### src/hdl/ptp_string_utf16_to_utf8_unit_macros.svh
// Assertion macros shared by the UTF-16LE to UTF-8 unit.
// Each macro expects clk_i and rst_ni in the enclosing module.
`ifndef PTP_STRING_UTF16_TO_UTF8_UNIT_MACROS_SVH
`define PTP_STRING_UTF16_TO_UTF8_UNIT_MACROS_SVH

// Same-cycle implication, checked out of reset.
`define U2U_ASSERT_NOW(lbl, ante, cons, msg) \
  lbl: assert property (@(posedge clk_i) disable iff (!rst_ni) (ante) |-> (cons)) \
    else $error(msg);

// Next-cycle implication, checked out of reset.
`define U2U_ASSERT_NEXT(lbl, ante, cons, msg) \
  lbl: assert property (@(posedge clk_i) disable iff (!rst_ni) (ante) |=> (cons)) \
    else $error(msg);

`endif

### src/hdl/ptp_u2u_pkg.sv
// Package for the UTF-16LE to UTF-8 unit: payload types, job format,
// and the UTF-8 length and byte helpers. No dependencies.
`default_nettype none

package ptp_u2u_pkg;

  localparam int unsigned JobDepth = 4;
  localparam int unsigned JobPtrW  = $clog2(JobDepth);
  localparam int unsigned JobCntW  = $clog2(JobDepth + 1);

  typedef enum logic [1:0] {
    KIND_BYTE  = 2'd0,
    KIND_DONE  = 2'd1,
    KIND_TRUNC = 2'd2
  } out_kind_e;

  typedef struct packed {
    logic [7:0] data_byte;
    logic       end_of_buffer;
  } ptp_u2u_in_t;

  typedef struct packed {
    logic [7:0] out_byte;
    out_kind_e  out_kind;
    logic       run_last;
  } ptp_u2u_out_t;

  // One job per input byte that yields results: either a marker or one
  // or two code points to expand.
  typedef struct packed {
    logic        is_mark;
    out_kind_e   mark_kind;
    logic [20:0] cp0;
    logic        has_cp1;
    logic [15:0] cp1;
  } ptp_u2u_job_t;

  function automatic logic [2:0] utf8_len(input logic [20:0] cp);
    logic [2:0] len;
    if (cp <= 21'h00007F) begin
      len = 3'd1;
    end else if (cp <= 21'h0007FF) begin
      len = 3'd2;
    end else if (cp <= 21'h00FFFF) begin
      len = 3'd3;
    end else begin
      len = 3'd4;
    end
    return len;
  endfunction

  function automatic logic [7:0] utf8_byte(input logic [20:0] cp, input logic [2:0] len,
                                           input logic [2:0] idx);
    logic [7:0] b;
    case (len)
      3'd1: begin
        b = cp[7:0];
      end
      3'd2: begin
        b = (idx == 3'd0) ? {3'b110, cp[10:6]} : {2'b10, cp[5:0]};
      end
      3'd3: begin
        case (idx)
          3'd0:    b = {4'b1110, cp[15:12]};
          3'd1:    b = {2'b10, cp[11:6]};
          default: b = {2'b10, cp[5:0]};
        endcase
      end
      default: begin
        case (idx)
          3'd0:    b = {5'b11110, cp[20:18]};
          3'd1:    b = {2'b10, cp[17:12]};
          3'd2:    b = {2'b10, cp[11:6]};
          default: b = {2'b10, cp[5:0]};
        endcase
      end
    endcase
    return b;
  endfunction

endpackage

`default_nettype wire

### src/hdl/ptp_u2u_front.sv
// Front end: string parser that assembles code units, pairs surrogates
// and issues expansion jobs. Depends on ptp_u2u_pkg.
`default_nettype none

module ptp_u2u_front (
  input  wire logic                      clk_i,
  input  wire logic                      rst_ni,
  input  wire logic                      accept_i,
  input  wire ptp_u2u_pkg::ptp_u2u_in_t  item_i,
  output logic                           job_valid_o,
  output ptp_u2u_pkg::ptp_u2u_job_t      job_o
);
  import ptp_u2u_pkg::*;

  localparam logic [1:0] PH_COUNT = 2'd0;
  localparam logic [1:0] PH_LOW   = 2'd1;
  localparam logic [1:0] PH_HIGH  = 2'd2;

  logic [1:0]  phase_q, phase_d;
  logic [7:0]  units_q, units_d;
  logic [7:0]  low_q, low_d;
  logic [9:0]  held_q, held_d;   // low ten bits of a held high surrogate
  logic        held_v_q, held_v_d;

  logic [15:0] unit;
  logic        unit_hi, unit_lo, keep;

  assign unit    = {item_i.data_byte, low_q};
  assign unit_hi = (unit[15:10] == 6'b110110);
  assign unit_lo = (unit[15:10] == 6'b110111);
  assign keep    = unit_hi && (units_q >= 8'd3);

  always_comb begin
    phase_d     = phase_q;
    units_d     = units_q;
    low_d       = low_q;
    held_d      = held_q;
    held_v_d    = held_v_q;
    job_valid_o = 1'b0;
    job_o       = '0;
    if (accept_i) begin
      case (phase_q)
        PH_LOW: begin
          low_d = item_i.data_byte;
          if (item_i.end_of_buffer) begin
            phase_d = PH_COUNT; units_d = '0; low_d = '0; held_d = '0; held_v_d = 1'b0;
            job_valid_o     = 1'b1;
            job_o.is_mark   = 1'b1;
            job_o.mark_kind = KIND_TRUNC;
          end else begin
            phase_d = PH_HIGH;
          end
        end
        PH_HIGH: begin
          if (units_q <= 8'd1) begin
            phase_d = PH_COUNT; units_d = '0; low_d = '0; held_d = '0; held_v_d = 1'b0;
            job_valid_o     = 1'b1;
            job_o.is_mark   = 1'b1;
            job_o.mark_kind = KIND_DONE;
          end else if (item_i.end_of_buffer) begin
            phase_d = PH_COUNT; units_d = '0; low_d = '0; held_d = '0; held_v_d = 1'b0;
            job_valid_o     = 1'b1;
            job_o.is_mark   = 1'b1;
            job_o.mark_kind = KIND_TRUNC;
          end else begin
            if (held_v_q && unit_lo) begin
              // surrogate pair -> supplementary code point
              job_valid_o = 1'b1;
              job_o.cp0   = 21'h010000 + {1'b0, held_q, unit[9:0]};
              held_v_d    = 1'b0;
              held_d      = '0;
            end else begin
              if (held_v_q) begin
                job_valid_o = 1'b1;
                job_o.cp0   = {5'b0, 6'b110110, held_q};
                if (!keep) begin
                  job_o.has_cp1 = 1'b1;
                  job_o.cp1     = unit;
                end
              end else if (!keep) begin
                job_valid_o = 1'b1;
                job_o.cp0   = {5'b0, unit};
              end
              held_v_d = keep;
              held_d   = keep ? unit[9:0] : '0;
            end
            units_d = units_q - 8'd1;
            phase_d = PH_LOW;
          end
        end
        default: begin
          phase_d = PH_COUNT; units_d = '0; low_d = '0; held_d = '0; held_v_d = 1'b0;
          if (item_i.data_byte == 8'd0) begin
            job_valid_o     = 1'b1;
            job_o.is_mark   = 1'b1;
            job_o.mark_kind = KIND_DONE;
          end else if (item_i.end_of_buffer) begin
            job_valid_o     = 1'b1;
            job_o.is_mark   = 1'b1;
            job_o.mark_kind = KIND_TRUNC;
          end else begin
            units_d = item_i.data_byte;
            phase_d = PH_LOW;
          end
        end
      endcase
    end
  end

  always_ff @(posedge clk_i or negedge rst_ni) begin
    if (!rst_ni) begin
      phase_q  <= PH_COUNT;
      units_q  <= '0;
      low_q    <= '0;
      held_q   <= '0;
      held_v_q <= 1'b0;
    end else begin
      phase_q  <= phase_d;
      units_q  <= units_d;
      low_q    <= low_d;
      held_q   <= held_d;
      held_v_q <= held_v_d;
    end
  end

endmodule

`default_nettype wire

### src/hdl/ptp_u2u_job_fifo.sv
// Short job queue between parser and byte expander.
// Depends on ptp_u2u_pkg and the unit's assertion macro header.
`default_nettype none
`include "ptp_string_utf16_to_utf8_unit_macros.svh"

module ptp_u2u_job_fifo (
  input  wire logic                       clk_i,
  input  wire logic                       rst_ni,
  input  wire logic                       wr_en_i,
  input  wire ptp_u2u_pkg::ptp_u2u_job_t  wr_job_i,
  output logic                            full_o,
  input  wire logic                       rd_en_i,
  output ptp_u2u_pkg::ptp_u2u_job_t       rd_job_o,
  output logic                            empty_o
);
  import ptp_u2u_pkg::*;

  ptp_u2u_job_t       mem_q [JobDepth];
  logic [JobPtrW-1:0] wr_ptr_q, rd_ptr_q;
  logic [JobCntW-1:0] cnt_q;

  assign full_o   = (cnt_q == JobCntW'(JobDepth));
  assign empty_o  = (cnt_q == '0);
  assign rd_job_o = mem_q[rd_ptr_q];

  always_ff @(posedge clk_i) begin
    if (wr_en_i) begin
      mem_q[wr_ptr_q] <= wr_job_i;
    end
  end

  always_ff @(posedge clk_i or negedge rst_ni) begin
    if (!rst_ni) begin
      wr_ptr_q <= '0;
      rd_ptr_q <= '0;
      cnt_q    <= '0;
    end else begin
      if (wr_en_i) begin
        wr_ptr_q <= (wr_ptr_q == JobPtrW'(JobDepth - 1)) ? '0 : wr_ptr_q + 1'b1;
      end
      if (rd_en_i) begin
        rd_ptr_q <= (rd_ptr_q == JobPtrW'(JobDepth - 1)) ? '0 : rd_ptr_q + 1'b1;
      end
      case ({wr_en_i, rd_en_i})
        2'b10:   cnt_q <= cnt_q + 1'b1;
        2'b01:   cnt_q <= cnt_q - 1'b1;
        default: cnt_q <= cnt_q;
      endcase
    end
  end

  `U2U_ASSERT_NOW(a_cnt_bound, 1'b1, cnt_q <= JobCntW'(JobDepth), "job count over depth")
  `U2U_ASSERT_NOW(a_no_overflow, wr_en_i, !full_o, "job written while queue full")
  `U2U_ASSERT_NOW(a_no_underflow, rd_en_i, !empty_o, "job read while queue empty")
  `U2U_ASSERT_NEXT(a_write_lands, wr_en_i && !rd_en_i, !empty_o, "write left queue empty")

endmodule

`default_nettype wire

### src/hdl/ptp_u2u_back.sv
// Back end: expands one job into UTF-8 bytes or a marker, into the output
// register, one result per cycle while it frees. Depends on ptp_u2u_pkg.
`default_nettype none

module ptp_u2u_back (
  input  wire logic                       clk_i,
  input  wire logic                       rst_ni,
  input  wire ptp_u2u_pkg::ptp_u2u_job_t  job_i,
  input  wire logic                       job_empty_i,
  output logic                            job_pop_o,
  output logic                            empty_o,
  input  wire logic                       pop_i,
  output ptp_u2u_pkg::ptp_u2u_out_t       result_o
);
  import ptp_u2u_pkg::*;

  logic [2:0]   idx_q;
  logic         out_v_q;
  ptp_u2u_out_t out_q;

  logic [2:0]   n0, n1, total;
  logic         last, advance;
  ptp_u2u_out_t cur;

  assign n0    = utf8_len(job_i.cp0);
  assign n1    = job_i.has_cp1 ? utf8_len({5'b0, job_i.cp1}) : 3'd0;
  assign total = n0 + n1;
  assign last  = job_i.is_mark || (idx_q == total - 3'd1);

  always_comb begin
    cur = '0;
    cur.run_last = last;
    if (job_i.is_mark) begin
      cur.out_kind = job_i.mark_kind;
    end else begin
      cur.out_kind = KIND_BYTE;
      cur.out_byte = (idx_q < n0) ? utf8_byte(job_i.cp0, n0, idx_q)
                                  : utf8_byte({5'b0, job_i.cp1}, n1, idx_q - n0);
    end
  end

  // output register frees when empty or being taken this cycle
  assign advance   = !job_empty_i && (!out_v_q || pop_i);
  assign job_pop_o = advance && last;
  assign empty_o   = !out_v_q;
  assign result_o  = out_q;

  always_ff @(posedge clk_i) begin
    if (advance) begin
      out_q <= cur;
    end
  end

  always_ff @(posedge clk_i or negedge rst_ni) begin
    if (!rst_ni) begin
      idx_q   <= '0;
      out_v_q <= 1'b0;
    end else begin
      if (advance) begin
        idx_q <= last ? 3'd0 : idx_q + 3'd1;
      end
      if (advance) begin
        out_v_q <= 1'b1;
      end else if (pop_i) begin
        out_v_q <= 1'b0;
      end
    end
  end

endmodule

`default_nettype wire

### src/hdl/ptp_string_utf16_to_utf8_unit.sv
// Top level of the UTF-16LE to UTF-8 unit: parser, job queue, byte expander.
// Depends on ptp_u2u_pkg, ptp_u2u_front, ptp_u2u_job_fifo, ptp_u2u_back.
`default_nettype none

// Transcodes a byte stream of length-prefixed UTF-16LE strings to UTF-8.
// Each string is a count byte and then that many little-endian code units;
// the last unit is a terminator that yields a single "finished" result
// (out_kind 1) and is not converted. Surrogate pairs become 4-byte
// sequences, unpaired surrogates 3-byte ones. end_of_buffer inside a
// string yields a single "truncated" result (out_kind 2); the consumer
// should drop that string. run_last marks the final result caused by an
// input byte, so results can be matched back to input transfers.
// Timing: an input transfer is taken every cycle while the four-entry job
// queue has room (full reflects that queue, so bytes can follow back to
// back). Each input byte that yields results becomes one job; the expander
// sends one result per cycle while its output register frees; a job yields
// 1 to 6 results (up to 4 bytes for one code point, up to 6 when a held
// surrogate is flushed with the next unit). The sustained rate is set by
// that byte-serial expander: ASCII text keeps up with one input byte per
// cycle; 3-byte text and flushed surrogates fall behind. A job enters the
// queue at the accepting edge; the expander writes its first result into
// the output register once it is free. If a job is waiting, a new result
// replaces the current one in the cycle it is popped; while a result waits
// for pop, the expander holds and the queue absorbs up to four jobs.

module ptp_string_utf16_to_utf8_unit (
  input  wire logic                      clk_i,
  input  wire logic                      rst_ni,
  input  wire logic                      push,
  output logic                           full,
  input  wire ptp_u2u_pkg::ptp_u2u_in_t  item_i,
  output logic                           empty,
  input  wire logic                      pop,
  output ptp_u2u_pkg::ptp_u2u_out_t      result_o
);
  import ptp_u2u_pkg::*;

  logic         accept;
  logic         job_valid;
  ptp_u2u_job_t job_in, job_head;
  logic         job_full, job_empty, job_pop;

  // parser only advances when a job slot is guaranteed
  assign full   = job_full;
  assign accept = push && !job_full;

  ptp_u2u_front u_front (
    .clk_i       (clk_i),
    .rst_ni      (rst_ni),
    .accept_i    (accept),
    .item_i      (item_i),
    .job_valid_o (job_valid),
    .job_o       (job_in)
  );

  ptp_u2u_job_fifo u_fifo (
    .clk_i    (clk_i),
    .rst_ni   (rst_ni),
    .wr_en_i  (job_valid),
    .wr_job_i (job_in),
    .full_o   (job_full),
    .rd_en_i  (job_pop),
    .rd_job_o (job_head),
    .empty_o  (job_empty)
  );

  ptp_u2u_back u_back (
    .clk_i       (clk_i),
    .rst_ni      (rst_ni),
    .job_i       (job_head),
    .job_empty_i (job_empty),
    .job_pop_o   (job_pop),
    .empty_o     (empty),
    .pop_i       (pop),
    .result_o    (result_o)
  );

endmodule

`default_nettype wire
### config.mk
export PLATFORM = sky130hd
export DESIGN_NAME = ptp_string_utf16_to_utf8_unit
export DESIGN_NICKNAME = d
export VERILOG_FILES = /design/src/hdl/ptp_u2u_pkg.sv /design/src/hdl/ptp_u2u_front.sv /design/src/hdl/ptp_u2u_job_fifo.sv /design/src/hdl/ptp_u2u_back.sv /design/src/hdl/ptp_string_utf16_to_utf8_unit.sv
export VERILOG_INCLUDE_DIRS = /design/src /design/src/hdl
export SDC_FILE = /design/constraint.sdc
export NUM_CORES = 1
export LEC_CHECK = 0
export ABC_CLOCK_PERIOD_IN_PS = 10300
export BUFFER_PORTS_ARGS = -buffer_cell sky130_fd_sc_hd__buf_2
export CAP_MARGIN = 30
export CORE_MARGIN = 8
export CORE_UTILIZATION = 60
export DETAILED_ROUTE_END_ITERATION = 12
export MAX_ROUTING_LAYER = met4
export PLACE_DENSITY = 0.77
export SYNTH_ARGS = -nofsm -noshare
export SYNTH_HDL_FRONTEND = slang
export SYNTH_SLANG_ARGS = --single-unit
### constraint.sdc
create_clock -name clk_i -period 10.3 [get_ports clk_i]
set_clock_uncertainty 0.15 [all_clocks]
set_input_delay 0 -clock clk_i [delete_from_list [all_inputs] [get_ports clk_i]]
set_output_delay 0 -clock clk_i [all_outputs]
set_load 0.03 [all_outputs]
==> run summary <==
The area enclosed by the die boundary was 0.0211 mm²; the highest clock frequency the design can meet was 173 MHz. The number of antenna violations at the first check in global routing came out at 0. The height of the chip was 145 µm; the total buffers and inverters traversed by the critical path was 5. VDD sags by at most 0.000229 V. The critical path's top delay family is simple AND/OR/NAND/NOR gates.

The slowest cell on the critical path is mux4_1. Before antenna repair, the detailed router went through 5 iterations. The post-route clock period utilization is 0.562. The Yosys step of the flow raised 0 warnings.

The tool flagged a number of max-cap violations equal to 0. In this run the clock root is driven by a clkbuf_16. The worst slew margin relative to its limit came out at 0.309. STA puts the critical path data required time at 10,570 ps. The run gives 47 as the number of rows created at floorplan. The multi-input combinational cells in the finished layout cover a total of 0.00351 mm². The run gives 6,546 as the via count of the first global-routing pass. For the setup slack after layout, the log shows 4510 ps. For this run, the leading register cell type out of synthesis is edfxtp_1.

The share of flip-flops with an asynchronous set or reset after synthesis was 0.186; the detailed placement HPWL was 14,900 µm. Before CTS, the worst setup slack after placement is 4490 ps. The run gives 215 as the number of sinks driven by the clock tree. Pin slew with the least headroom to its limit: 1010 ps.

The worst setup path is launched from a flip-flop. For this block, the initial DRC count from the detailed router was 544. The number of enable-type register cells in the synthesized netlist was 175; the post-synthesis sequential area ratio was 0.624.

The tools report the maximum level of the CTS H-tree as 1. Count of pins over their slew limit: 0. Dividing the detail-routed via count by the number of cells gives 6.42. The time the worst path needs with I/O delays and setup is 5790 ps, and the buffer count from post-CTS setup fixing is 0. The power density normalized to cell area is 305 mW/mm², and the routed wire length is 23,200 µm.

The worst hold path begins at pop. The worst hold path class was input port to flip-flop. TritonCTS built the clock tree.

After detailed routing, the number of remaining DRC violations is 0. The layout cell share with drive strength beyond 1 is 0.154. The run gives 0 as the count of instances resized after the clock tree is built. In this run, synthesis produced a sequential element count of 215. The critical path goes through buf_4, mux4_1, or4_1, or2_1, a21oi_1, inv_1, ha_1, inv_1, ha_1, xnor2_1, xnor2_1, nor4b_1, a211o_2, nand2_1, inv_1, ha_1, inv_1, fa_1, xor2_1, nor2_1, xor2_1. The core region is 0.0165 mm². The total of hold buffers inserted after clock tree synthesis was 20.

Along the worst path, the maximum fanout reaches 44. For the aggregate global routing overflow, the log shows 0. The tools report the number of standard cells after synthesis as 717. Via total after detailed routing: 6,468. The clock network latency to the later pin of the worst-skew pair was 490 ps.

Dividing the detail-routed wire length by the instance count gives 23.0 µm. Utilization after layout: 0.690. Most common cell type on the critical path: inv_1. The largest net degree at the start of global routing is 45, and the horizontal die dimension is 145 µm. Buffers placed on the I/O ports in this run total 25. Routability-driven placement finished with a final weighted congestion of 0.907.

In this run the worst setup path begins at u_fifo.rd_ptr_q[0]. The net count of the finished layout is 807. The post-synthesis area per instance is 14.0 µm², and the initial standard-cell utilization of the core is 0.608. On the worst path, the slowest cell contributes a delay of 670 ps. The final setup violation count was 0.

The reported leakage power was 4.12 nW. The run finished with clean final reports. The layout-stage area growth over the synthesis result is 13.5%, and the setup TNS is 0 ps. 26 I/O pins were placed. In this run the remaining antenna-violating nets after routing total 0. Buffers inserted during clock tree synthesis total 22. The number of nets handed over by synthesis was 754. STA classifies the critical path endpoint as a flip-flop. Registers take 0.00626 mm². Critical setup path kind: flip-flop to flip-flop. Clock-pin slew was measured on the worst setup and hold paths at 60 ps. Counting the fill cells in the layout gives 1,070. The logs give 3 for the deepest clock path buffer count and 6060 ps for the critical path arrival. The logs give 0 for the final hold violation count and 0.225 for the overall global routing resource usage. The synthesized netlist contains 65 unique library cells. The run gives 36,600 µm as the global-route wire length before repair.

Startpoint of the worst-slack reg-to-reg timing path: u_fifo.rd_ptr_q[0]. Setup repair after global routing left no endpoint under its margin. The cell area after synthesis came out at 0.0100 mm².
[per-stage QoR]
stage	total power (W)	hold slack (ps)	instance area (µm²)	cells
3_5_place_dp	0.00266	49.6	10400	944
6_report	0.00347	103	11400	1007
2_1_floorplan	0.00228	-446	10000	717
3_3_place_gp	0.00261	42.1	10300	939
4_1_cts	0.00347	66.2	11300	1004
5_1_grt	0.00366	143	11400	1006
[cell usage after synthesis, types with 3 or more instances]
master	number	area share
edfxtp_1	175	0.52
nor2_1	56	0.021
nand2_1	51	0.019
o21ai_0	49	0.024
dfrtp_1	40	0.10
mux4_2	36	0.081
inv_1	31	0.012
a21oi_1	24	0.012
and2_1	24	0.015
ha_1	22	0.027
clkbuf_1	19	0.0071
mux2i_1	14	0.014
nor2b_1	12	0.0075
o22ai_1	12	0.0075
a22o_1	11	0.0096
a22oi_1	10	0.0075
nand3_1	9	0.0045
nor3_1	9	0.0045
and3_1	8	0.0050
a211oi_1	6	0.0045
a221oi_1	6	0.0052
or3_1	6	0.0037
xnor2_1	6	0.0052
mux2_2	5	0.0056
nand2b_1	5	0.0031
o31ai_1	5	0.0037
xor2_1	5	0.0044
buf_2	4	0.0020
mux4_1	4	0.010
or4_1	4	0.0030
a21o_1	3	0.0022
a31oi_1	3	0.0019
buf_6	3	0.0034
[power breakdown]
| part | internal, W | switching (W) | leakage (nW) |
|---|---|---|---|
| sequential | 0.00115 | 0.0000826 | 2.19 |
| clock | 0.000467 | 0.000320 | 0.353 |
| combinational | 0.000543 | 0.000904 | 1.58 |
| total | 0.00216 | 0.00131 | 4.12 |
[registers in the layout (all words and copies together), names as in the netlist]
register          cells
u_fifo.rd_ptr_q       2
u_back.out_v_q        1
u_front.held_v_q      1
u_front.phase_q       2
u_back.result_o      11
u_fifo.cnt_q          3
u_fifo.wr_ptr_q       2
u_back.idx_q          3
u_front.low_q         8
u_fifo.mem_q        164
u_front.held_q       10
u_front.units_q       8
[kinds of logic (layout without fill, tap and decap cells)]
group,after synthesis,count (layout),synth area share
AO/OA/AOI/OAI,151,151,0.0979
multiplexers,61,61,0.115
buffers and inverters,59,128,0.0252
flip-flops,215,215,0.624
other,0,1,0
adder cells (fa/ha/maj),24,24,0.0315
AND/OR/NAND/NOR,196,196,0.0967
XOR/XNOR,11,11,0.00962
[final cells by class]
cell class	count	share of cell area
Clock inverter	12	0.0102
Clock buffer	28	0.0532
Antenna cell	1	0.000220
Tap cell	220	0.0242
Inverter	31	0.0102
Timing Repair Buffer	57	0.0423
Sequential cell	215	0.550
Multi-Input combinational cell	443	0.309
[path summary, 6_finish.rpt]
| check | cells after the start | to | slack, ps |
|---|---|---|---|
| max | 21 | u_fifo.cnt_q[2] | 4510 |
| min | 3 | u_back.out_v_q | 100 |
| max reg2reg | 21 | u_fifo.cnt_q[2] | 4510 |
| min reg2reg | 1 | u_fifo.cnt_q[2] | 360 |
| max in group asynchronous | 4 | u_front.units_q[5] | 9350 |
| min in group asynchronous | 3 | u_fifo.wr_ptr_q[1] | 220 |
[per-layer routing]
metal | GRT usage | vias to the layer above | share of wire
met4 | 0.0849 | 0 | 0.034
met1 | 0.284 | 3236 | 0.41
met5 | - | - | 0
met3 | 0.0392 | 65 | 0.064
li1 | - | 2876 | -
met2 | 0.361 | 291 | 0.49
[layout by cell type (no fill, tap or decap), drive strengths merged, types with 9 or more instances in the layout]
cell type    count
a21oi           24
edfxtp         175
a22o            11
dlygate4sd3     21
nand3            9
nor2            56
ha              22
nor3             9
inv             32
clkbuf          28
buf             36
nand2           51
mux2i           14
and2            24
a22oi           10
mux4            41
o21ai           51
nor2b           12
dfrtp           40
o22ai           12
[worst min-delay path, cell delays in order]
cell           delay [ps]
dlygate4sd3_1         530
buf_2                 110
o21ai_0                60
Power figures use the tool's default switching activity.
